## src/rtl/core/fidl_pkg.sv

```systemverilog
// shared constants, types and helpers for the framed id line receiver
`timescale 1ns / 1ps

package fidl_pkg;

    localparam int ID_LEN       = 26;
    localparam int LINE_BUF_LEN = 64;
    localparam int MARK_LEN     = 4;
    localparam int FRAME_LEN    = 2 * MARK_LEN + ID_LEN;

    localparam int POS_W = $clog2(LINE_BUF_LEN);
    localparam int ID_AW = (ID_LEN > 1) ? $clog2(ID_LEN) : 1;

    localparam logic [7:0] CH_CR         = 8'd13;
    localparam logic [7:0] CH_LF         = 8'd10;
    localparam logic [7:0] MARKER_RESET  = 8'd35;

    typedef enum logic [1:0] {
        EM_IDLE,
        EM_LOAD,
        EM_SEND
    } t_emit_state;

    typedef struct packed {
        logic             en;
        logic [ID_AW-1:0] addr;
        logic [7:0]       data;
    } t_wr_req;

    typedef struct packed {
        logic             en;
        logic [ID_AW-1:0] addr;
    } t_rd_req;

    function automatic logic is_alnum(input logic [7:0] c);
        logic dig;
        logic low;
        logic upp;
        dig = (c >= 8'h30) && (c <= 8'h39);
        low = (c >= 8'h61) && (c <= 8'h7a);
        upp = (c >= 8'h41) && (c <= 8'h5a);
        return dig || low || upp;
    endfunction

endpackage

```

## src/rtl/core/fidl_id_ram.sv

```systemverilog
// identifier character memory, one write port and one registered read port
`timescale 1ns / 1ps

module fidl_id_ram (
    input  logic             i_clk,
    input  fidl_pkg::t_wr_req i_wr,
    input  fidl_pkg::t_rd_req i_rd,
    output logic [7:0]       o_rd_data
);
    import fidl_pkg::*;

    logic [7:0] r_mem [ID_LEN];
    logic [7:0] r_rd_data;

    always_ff @(posedge i_clk) begin
        if (i_wr.en) begin
            r_mem[i_wr.addr] <= i_wr.data;
        end
    end

    always_ff @(posedge i_clk) begin
        if (i_rd.en) begin
            r_rd_data <= r_mem[i_rd.addr];
        end
    end

    assign o_rd_data = r_rd_data;

endmodule

```

## src/rtl/core/fidl_emitter.sv

```systemverilog
// read-out sequencer: walks the id memory and drives the result channel
`timescale 1ns / 1ps

module fidl_emitter (
    input  logic              i_clk,
    input  logic              i_rst_n,
    input  logic              i_start,
    output fidl_pkg::t_rd_req o_rd,
    input  logic [7:0]        i_rd_data,
    output logic              o_busy,
    output logic              o_id_valid,
    input  logic              i_id_ready,
    output logic [7:0]        o_id_char,
    output logic              o_id_last
);
    import fidl_pkg::*;

    localparam logic [ID_AW-1:0] LAST_IDX = ID_AW'(ID_LEN - 1);

    t_emit_state      r_state, n_state;
    logic [ID_AW-1:0] r_idx, n_idx;
    logic [7:0]       r_char;

    always_ff @(posedge i_clk) begin
        if (!i_rst_n) begin
            r_state <= EM_IDLE;
            r_idx   <= '0;
        end else begin
            r_state <= n_state;
            r_idx   <= n_idx;
        end
    end

    always_comb begin
        n_state = r_state;
        n_idx   = r_idx;
        o_rd    = '0;
        case (r_state)
            EM_IDLE: begin
                if (i_start) begin
                    o_rd.en = 1'b1;
                    n_idx   = '0;
                    n_state = EM_LOAD;
                end
            end
            EM_LOAD: begin
                n_state = EM_SEND;
            end
            EM_SEND: begin
                if (i_id_ready) begin
                    if (r_idx == LAST_IDX) begin
                        n_state = EM_IDLE;
                    end else begin
                        n_idx   = r_idx + 1'b1;
                        o_rd.en = 1'b1;
                        n_state = EM_LOAD;
                    end
                end
            end
            default: begin
                n_state = EM_IDLE;
            end
        endcase
        o_rd.addr = n_idx;
    end

    // capture the memory word in the cycle after its read
    always_ff @(posedge i_clk) begin
        if (r_state == EM_LOAD) begin
            r_char <= i_rd_data;
        end
    end

    assign o_busy     = (r_state != EM_IDLE);
    assign o_id_valid = (r_state == EM_SEND);
    assign o_id_char  = r_char;
    assign o_id_last  = (r_idx == LAST_IDX);

    a_start_idle: assert property (@(posedge i_clk) disable iff (!i_rst_n)
        i_start |-> (r_state == EM_IDLE))
        else $error("emission started while busy");

    a_load_send: assert property (@(posedge i_clk) disable iff (!i_rst_n)
        (r_state == EM_LOAD) |=> (r_state == EM_SEND))
        else $error("loaded character not presented");

    a_last_done: assert property (@(posedge i_clk) disable iff (!i_rst_n)
        (o_id_valid && i_id_ready && o_id_last) |=> (r_state == EM_IDLE))
        else $error("emission continued past last character");

endmodule

```

## src/rtl/core/framed_id_line_receiver_unit.sv

```systemverilog
// framed id line receiver: line assembly, frame check and id read-out
`timescale 1ns / 1ps
// read-out: after the line feed of a good line the first id character passes the memory
//   read register and the emitter output register before it is valid
// throughput: one byte per cycle while no id is being sent; each id character passes a
//   memory read and the output register, input is held off for the run
// reset: synchronous active low; clears line position, frame check and marker ('#'),
//   the id memory is not cleared

module framed_id_line_receiver_unit (
    input  logic       i_clk,
    input  logic       i_rst_n,
    input  logic       i_cfg_wr_en,
    input  logic [7:0] i_cfg_wr_data,
    input  logic       i_rx_valid,
    output logic       o_rx_ready,
    input  logic [7:0] i_rx_byte,
    output logic       o_id_valid,
    input  logic       i_id_ready,
    output logic [7:0] o_id_char,
    output logic       o_id_last
);
    import fidl_pkg::*;

    localparam logic [POS_W-1:0] POS_LAST = POS_W'(LINE_BUF_LEN - 1);

    logic [7:0]       r_marker;
    logic [POS_W-1:0] r_line_pos, n_line_pos;
    logic             r_frame_ok, n_frame_ok;

    logic             rx_xfer;
    logic             in_frame;
    logic             is_mark_pos;
    logic             good;
    logic             emit_start;
    logic             emit_busy;
    t_wr_req          wr_req;
    t_rd_req          rd_req;
    logic [7:0]       rd_data;

    // marker register, to be written only while idle; the block itself does not enforce this
    always_ff @(posedge i_clk) begin
        if (!i_rst_n) begin
            r_marker <= MARKER_RESET;
        end else if (i_cfg_wr_en) begin
            r_marker <= i_cfg_wr_data;
        end
    end

    // no input while the id run is read out, so the memory stays stable
    assign o_rx_ready = !emit_busy;
    assign rx_xfer    = i_rx_valid && o_rx_ready;

    assign in_frame    = (int'(r_line_pos) < FRAME_LEN);
    assign is_mark_pos = (int'(r_line_pos) < MARK_LEN) ||
                         (int'(r_line_pos) >= MARK_LEN + ID_LEN);
    assign good        = is_mark_pos ? (i_rx_byte == r_marker) : is_alnum(i_rx_byte);

    // only identifier positions of a data byte reach the memory
    always_comb begin
        wr_req.en   = rx_xfer && (i_rx_byte != CH_CR) && (i_rx_byte != CH_LF) &&
                      in_frame && !is_mark_pos;
        wr_req.addr = ID_AW'(int'(r_line_pos) - MARK_LEN);
        wr_req.data = i_rx_byte;
    end

    // line position and running frame check; a wrap restarts both at position 0,
    // so reaching the frame length means every frame position was written this pass
    always_comb begin
        n_line_pos = r_line_pos;
        n_frame_ok = r_frame_ok;
        emit_start = 1'b0;
        if (rx_xfer) begin
            if (i_rx_byte == CH_LF) begin
                n_line_pos = '0;
                emit_start = (int'(r_line_pos) == FRAME_LEN) && r_frame_ok;
            end else if (i_rx_byte != CH_CR) begin
                if (r_line_pos == '0) begin
                    n_frame_ok = good;
                end else if (in_frame) begin
                    n_frame_ok = r_frame_ok && good;
                end
                n_line_pos = (r_line_pos == POS_LAST) ? '0 : r_line_pos + 1'b1;
            end
        end
    end

    always_ff @(posedge i_clk) begin
        if (!i_rst_n) begin
            r_line_pos <= '0;
            r_frame_ok <= 1'b0;
        end else begin
            r_line_pos <= n_line_pos;
            r_frame_ok <= n_frame_ok;
        end
    end

    fidl_id_ram u_id_ram (
        .i_clk     (i_clk),
        .i_wr      (wr_req),
        .i_rd      (rd_req),
        .o_rd_data (rd_data)
    );

    fidl_emitter u_emitter (
        .i_clk      (i_clk),
        .i_rst_n    (i_rst_n),
        .i_start    (emit_start),
        .o_rd       (rd_req),
        .i_rd_data  (rd_data),
        .o_busy     (emit_busy),
        .o_id_valid (o_id_valid),
        .i_id_ready (i_id_ready),
        .o_id_char  (o_id_char),
        .o_id_last  (o_id_last)
    );

    a_no_wr_busy: assert property (@(posedge i_clk) disable iff (!i_rst_n)
        wr_req.en |-> !emit_busy)
        else $error("id memory written during read-out");

    a_lf_resets_pos: assert property (@(posedge i_clk) disable iff (!i_rst_n)
        (rx_xfer && (i_rx_byte == CH_LF)) |=> (r_line_pos == '0))
        else $error("line position not cleared after line feed");

    a_start_busy: assert property (@(posedge i_clk) disable iff (!i_rst_n)
        emit_start |=> emit_busy)
        else $error("accepted line did not start read-out");

endmodule

```

## config.mk

```make
export PLATFORM = sky130hd
export DESIGN_NAME = framed_id_line_receiver_unit
export DESIGN_NICKNAME = d
export VERILOG_FILES = /design/src/rtl/core/fidl_pkg.sv /design/src/rtl/core/fidl_id_ram.sv /design/src/rtl/core/fidl_emitter.sv /design/src/rtl/core/framed_id_line_receiver_unit.sv
export SDC_FILE = /design/constraint.sdc
export NUM_CORES = 1
export LEC_CHECK = 0
export BUFFER_PORTS_ARGS = -buffer_cell sky130_fd_sc_hd__buf_2
export CAP_MARGIN = 30
export CELL_PAD_IN_SITES_DETAIL_PLACEMENT = 2
export CELL_PAD_IN_SITES_GLOBAL_PLACEMENT = 2
export CORE_ASPECT_RATIO = 1.1
export CORE_UTILIZATION = 50
export DETAILED_ROUTE_END_ITERATION = 10
export PLACE_DENSITY = 0.86
export SETUP_SLACK_MARGIN = 0.5
export SLEW_MARGIN = 15
export SYNTH_ARGS = -nofsm -noshare
export SYNTH_HDL_FRONTEND = slang
export SYNTH_HIERARCHICAL = 1
export SYNTH_SLANG_ARGS = --single-unit
```

## constraint.sdc

```tcl
create_clock -name i_clk -period 4.7 [get_ports i_clk]
set_clock_uncertainty 0.15 [all_clocks]
set_input_delay 0.235 -clock i_clk [delete_from_list [all_inputs] [get_ports i_clk]]
set_output_delay 0.235 -clock i_clk [all_outputs]
set_load 0.01 [all_outputs]
```

# After elaboration in Yosys (flattened, before gate mapping)
# Memories as Yosys holds them, arrays and structs flattened. A register that Yosys moved wholly into a read port is not among the register bits.
# Cells that the tools add are included.
op_classes:
  addsub: 3
  n_lt_le_gt_ge: 9
  n_eq_ne: 11
  muxes: 22
  bitwise_logic: 1
  n_reduce_logical: 23
ops:
  columns: ["cell", "n"]
  rows:
  - ["2-to-1 mux 6 bit", 3]
  - [">= comparator 8 x 7 -> 1 bit, second input constant", 2]
  - ["less-or-equal comparator 8 x 7 -> 1 bit, second input constant", 2]
  - ["inequality test 8 x 4 -> 1 bit, second input constant", 2]
  - ["2-to-1 mux 5 bit", 3]
  - ["equality test 6 bit, second input constant", 2]
  - ["2-to-1 mux 1 bit", 11]
  - ["logical AND 1 bit", 10]
  - ["one-hot mux 5 bit (2 select lines)", 1]
  - ["equality test 8 x 4 -> 1 bit, second input constant", 1]
  - ["equality test 8 bit", 1]
  - [">= comparator 8 x 6 -> 1 bit, second input constant", 1]
  - ["less-or-equal comparator 8 x 6 -> 1 bit, second input constant", 1]
  - ["adder 6 x 1 -> 6 bit, second input constant", 1]
  - [">= comparator 6 x 5 -> 1 bit, second input constant", 1]
  - ["logical NOT 6 bit", 1]
  - ["< comparator 6 x 3 -> 1 bit, second input constant", 1]
  - ["< comparator 6 bit, second input constant", 1]
  - ["one-hot mux 2 bit (3 select lines)", 1]
  - ["nonzero test 2 bit", 3]
  - ["adder 5 x 1 -> 5 bit, second input constant", 1]
  - ["equality test 5 bit, second input constant", 1]
  - ["subtractor 5 x 3 -> 5 bit, second input constant", 1]
  - ["2-to-1 mux 2 bit", 2]
  - ["11 further kinds", 15]
totals:
  reg_bits: 30
  mem_bits_rw: 208
  input_bits: 21
  memories: 1
mem_list:
  columns: ["memory", "words", "width", "rd", "rd_clocked_by_memory_dff", "write_ports", "line_no", "text"]
  rows:
  - ["u_id_ram.r_mem", 26, 8, 1, 1, 1, "fidl_id_ram.sv:12", "logic [7:0] r_mem [ID_LEN];"]

# Logic depth before layout (Yosys ltp)
depth:
  depth_word: 9
  mapped_depth: 14
  ltp_nobuf: 11

# Cells and area by module
# Netlist, hierarchy kept.
by_module_without_submodules:
  columns: ["module", "instances", "cells_per_inst", "area_each_um2", "seq_area_each_um2"]
  rows:
  - ["fidl_id_ram", 1, 474, 8543.2, 6486.2]
  - ["framed_id_line_receiver_unit", 1, 120, 972.2, 300.3]
  - ["fidl_emitter", 1, 58, 678.2, 380.4]

# Least setup slack after synthesis
# No wires, ideal clock.
synth_path:
  path_type: "reg-to-reg"
  from: "register u_emitter.r_state[1]"
  to: "register u_id_ram.r_rd_data[0], in the netlist u_id_ram/o_rd_data[0], read port of u_id_ram.r_mem (data pin)"
  t_arrival_ns: 2.757
  slack_ns: 1.532
  stages_incl_launch_ff: 14
  cell_sequence: "dfxtp_1 > or2_2 > nand2b_1 > nand4b_1 > nor3_1 > o21bai_2 > o21ai_0 > nand2_1 > buf_2 > clkbuf_1 > mux4_2 > mux2_2 > o211ai_1 > nand3_1"
synth_rtl:
  columns: ["element", "line_no", "text"]
  rows:
  - ["start, declared", "fidl_emitter.sv:20", "t_emit_state r_state, n_state;"]
  - ["start signal, assigned", "fidl_emitter.sv:29", "r_state <= n_state;"]
  - ["end, declared", "fidl_id_ram.sv:13", "logic [7:0] r_rd_data;"]

==> metrics.md <==
| Metric | Value |
|---|---|
| CP Data Arrival Time | 4270 ps |
| Status | complete, but fails checks |
| CTS max path bufs | 3 |
| Unrepaired setup endpoints after global routing | false |
| Routed via count | 6593 |
| HP Class | primary input to flop |
| Count leader, synth | edfxtp_1 |
| Switch share | 0.215 |
| Crit path buf inv count | 2 |
| Yosys top cell area share | 0.660 |
| Area post-placement | 0.0106 mm^2 |
| Final setup viols | 0 |
| Initial antenna violation count | 2 |
| Port Buf Inserts | 31 |
| Fmax | 241 MHz |
| Net Switching | 1.00 mW |
| CP endpoint kind | flop |
| Critical R2R Capture | u_id_ram/o_rd_data[0] |
| FF-to-FF Start | r_line_pos[2] |
| CP endpoint | u_id_ram/o_rd_data[0] |
| Final WL | 37400 um |
| Synth warnings | 6 |
| Reg-to-reg slack, setup | 550 ps |
| Post-route ant nets | 0 |
| # nets final | 739 |
| Fin. max-slew vios | 0 |
| CTS tree | built |
| Crit share post-route | 0.883 |
| Post-synthesis net count | 681 |
| Die Y | 152 um |
| Clock Latency Late Sink | 550 ps |
| # H-tree levels | 1 |
| Reg2reg path depth | 12 |
| Crit start category | flop |
| Fill cells | 1617 |
| Internal Power | 3.65 mW |
| Top FF cell, synth | edfxtp_1 |
| Clk pwr share | 0.459 |
| Ys async rst share | 0 |
| Setup crit start | r_line_pos[2] |
| Comb pwr share | 0.027 |
| Yosys cell types | 62 |
| Leak Pwr | 3.74 nW |
| Die W | 138 um |
| Failing checks | DRC |
| I/O pin total | 32 |
| Netlist Area Pre-Place | 0.0102 mm^2 |
| CP Depth | 12 |
| Cell accounting for the most synthesized area | edfxtp_1 |
| Crit Path Category | flop to flop |
| Iter 0 DRT Violations | 668 |
| Family with the most delay on the worst path | simple AND/OR/NAND/NOR gates |
| Post-synth EDFFs | 224 |
| CTS Buf Count | 26 |
| Rows | 54 |
| Worst-Margin Slew | 1060 ps |
| Slew headroom | 0.287 |
| Largest fanout on the critical path | 45 |
| Sequential cell area fraction in the yosys report | 0.703 |
| Post-CTS setup buffers | 0 |
| Root Driver | clkbuf_16 |
| Final Hold Fails | 0 |
| Starting Density | 0.511 |
| CP cell instances | inv_1 > ha_1 > nand4b_1 > nor3_2 > o21bai_2 > nand2_1 > o311ai_4 > buf_6 > and2_0 > a22oi_1 > nand3_1 > nand3_1 |
| Peak supply drop | 0.519 mV |
| Pwr/cell area | 399 mW/mm^2 |
| Vias/cell | 6.72 |
| Sequential Power Share | 0.514 |
| GP Congestion | 0.806 |
| Gr usage total | 0.366 |
| WL per Instance | 38.1 um |
| Mapped Cells | 652 |
| DR DRC count | 8 |
| Most frequent CP cell | nand3_1 |
| Tmin final | 4150 ps |
| Fraction of layout cells with a size suffix above 1 | 0.152 |
| Fin Setup TNS | 0 ps |
| Clk sink count | 246 |
| Die area | 0.0210 mm^2 |
| Critical Path RT | 4820 ps |
| FF+latch count, synth | 246 |
| Fin area | 0.0117 mm^2 |
| Pin count of the biggest net entering global routing | 46 |
| HPWL after DPL | 20800 um |
| Area delta synth->final | 14.4% |
| Core box area | 0.0199 mm^2 |
| Clock-pin slew on the worst setup and hold paths | 60 ps |
| Area contributors post-synth | edfxtp_1 (66%), mux2i_1 (7.9%), dfxtp_1 (4.3%) |
| CP max-delay cell | and2_0 |
| Max-cap violations | 0 |
| First-pass GRT wire length | 53100 um |
| Commonest cells post-synth | edfxtp_1 (224), mux2i_1 (80), nor2_1 (47), nand2_1 (41), nand3_1 (31) |
| Vias in the first global route | 7146 |
| Syn_area_per_cell | 15.6 um^2 |
| GR Overflow Total | 0 |
| CP peak stage delay | 560 ps |
| DR pass1 iterations | 9 |
==> state kept, by name, indices dropped and copies added (netlist names) <==
name	cells
r_frame_ok	1
r_line_pos	6
r_marker	8
u_emitter/o_id_char	8
u_emitter/r_idx	5
u_emitter/r_state	2
u_id_ram/o_rd_data	8
u_id_ram/r_mem	208
==> cells by family (layout without fill, tap and decap cells) <==
| family | count (synthesis) | count (layout) | synth area share |
|---|---|---|---|
| AND/OR/NAND/NOR | 167 | 167 | 0.0809 |
| buffers and inverters | 43 | 119 | 0.0206 |
| XOR/XNOR | 9 | 9 | 0.00773 |
| AO/OA/AOI/OAI | 74 | 74 | 0.0514 |
| multiplexers | 105 | 105 | 0.126 |
| flip-flops | 246 | 246 | 0.703 |
| adder cells (fa/ha/maj) | 8 | 8 | 0.00982 |
| other | 0 | 1 | 0 |
==> tightest hold or removal path, delay by kind of cell <==
kind	cells	cell delay [ps]
muxes	1	170
and+or+nand+nor	1	60
buffers and inverters	1	190
==> routing by layer <==
metal | routed length (um) | global-route usage | vias to the layer above
met4 | 2270 | 0.204 | 4
met1 | 13800 | 0.418 | 3467
met2 | 19200 | 0.667 | 347
met5 | 24 | 0 | -
met3 | 2050 | 0.0597 | 141
li1 | - | - | 2634
==> placed cells by master (no fill, tap or decap), types with 4 or more instances in the layout <==
| master | Yosys | routed |
|---|---|---|
| inv_1 | 12 | 12 |
| clkbuf_1 | 9 | 9 |
| nor2_1 | 47 | 46 |
| buf_4 | 1 | 9 |
| a21oi_1 | 26 | 26 |
| clkinv_1 | 0 | 4 |
| a22oi_1 | 17 | 16 |
| mux4_1 | 7 | 7 |
| clkbuf_16 | 0 | 27 |
| o211ai_1 | 6 | 6 |
| or3_1 | 4 | 4 |
| ha_1 | 8 | 8 |
| edfxtp_1 | 224 | 224 |
| mux2_2 | 8 | 8 |
| and2_1 | 6 | 6 |
| nor2b_1 | 6 | 5 |
| mux2i_1 | 80 | 80 |
| nand3b_1 | 5 | 5 |
| nand2_1 | 41 | 40 |
| buf_2 | 11 | 31 |
| nand3_1 | 31 | 31 |
| dfxtp_1 | 22 | 22 |
| dlygate4sd3_1 | 0 | 17 |
| xor2_1 | 9 | 9 |
| mux4_2 | 9 | 9 |
==> worst min-delay path by stage <==
stage / startpoint / endpoint / slack [ps] / depth (start not counted)
detailed placement: u_id_ram/o_rd_data[7] / u_emitter/o_id_char[7] / 280 / 0
global route: i_cfg_wr_en / r_marker[7] / 60 / 3
finish: i_cfg_wr_en / r_marker[3] / 20 / 3
CTS: i_cfg_wr_en / r_marker[6] / 9 / 3
floorplan: i_rst_n / r_marker[0] / 150 / 1
global placement: u_id_ram/o_rd_data[7] / u_emitter/o_id_char[7] / 260 / 0
==> stage by stage <==
| step | utilization | hold slack, ps | setup slack [ps] | instances | power, mW |
|---|---|---|---|---|---|
| 6_report | 0.585 | 19.4 | 550 | 981 | 4.66 |
| 2_1_floorplan | - | 147 | 1530 | 652 | 2.47 |
| 4_1_cts | 0.583 | 8.98 | 504 | 976 | 4.66 |
| 3_5_place_dp | 0.531 | 283 | 214 | 913 | 2.54 |
| 3_3_place_gp | 0.530 | 260 | 684 | 912 | 2.53 |
| 5_1_grt | 0.585 | 57.3 | 544 | 980 | 4.75 |
==> area by class of cell <==
type | instances | area [um^2] | area share
multi-input cells | 363 | 2850 | 0.244
inverters | 12 | 45.0 | 0.00386
diodes | 1 | 2.50 | 0.000215
well taps | 252 | 315 | 0.0270
clock inverters | 9 | 119 | 0.0102
flip-flops and latches | 246 | 7170 | 0.615
clock buffers | 37 | 723 | 0.0620
repair buffers | 61 | 438 | 0.0376
==> timing repair <==
| action | in CTS | in global routing |
|---|---|---|
| gates cloned | 0 | 0 |
| gates resized for setup | 4 | 4 |
| endpoints found under the hold margin | 19 | 0 |
| setup endpoints to repair | 8 | 8 |
| hold buffers | 17 | 0 |
==> power by group through the flow <==
stage	sequential, mW	clock (mW)	combinational, mW
after floorplan	2.44	0	0.0327
after global placement	2.44	0	0.0876
after detailed placement	2.44	0	0.0983
after CTS	2.39	2.15	0.117
after global routing	2.39	2.23	0.129
final	2.39	2.14	0.125
No activity file was read; power rests on OpenSTA's default activity.
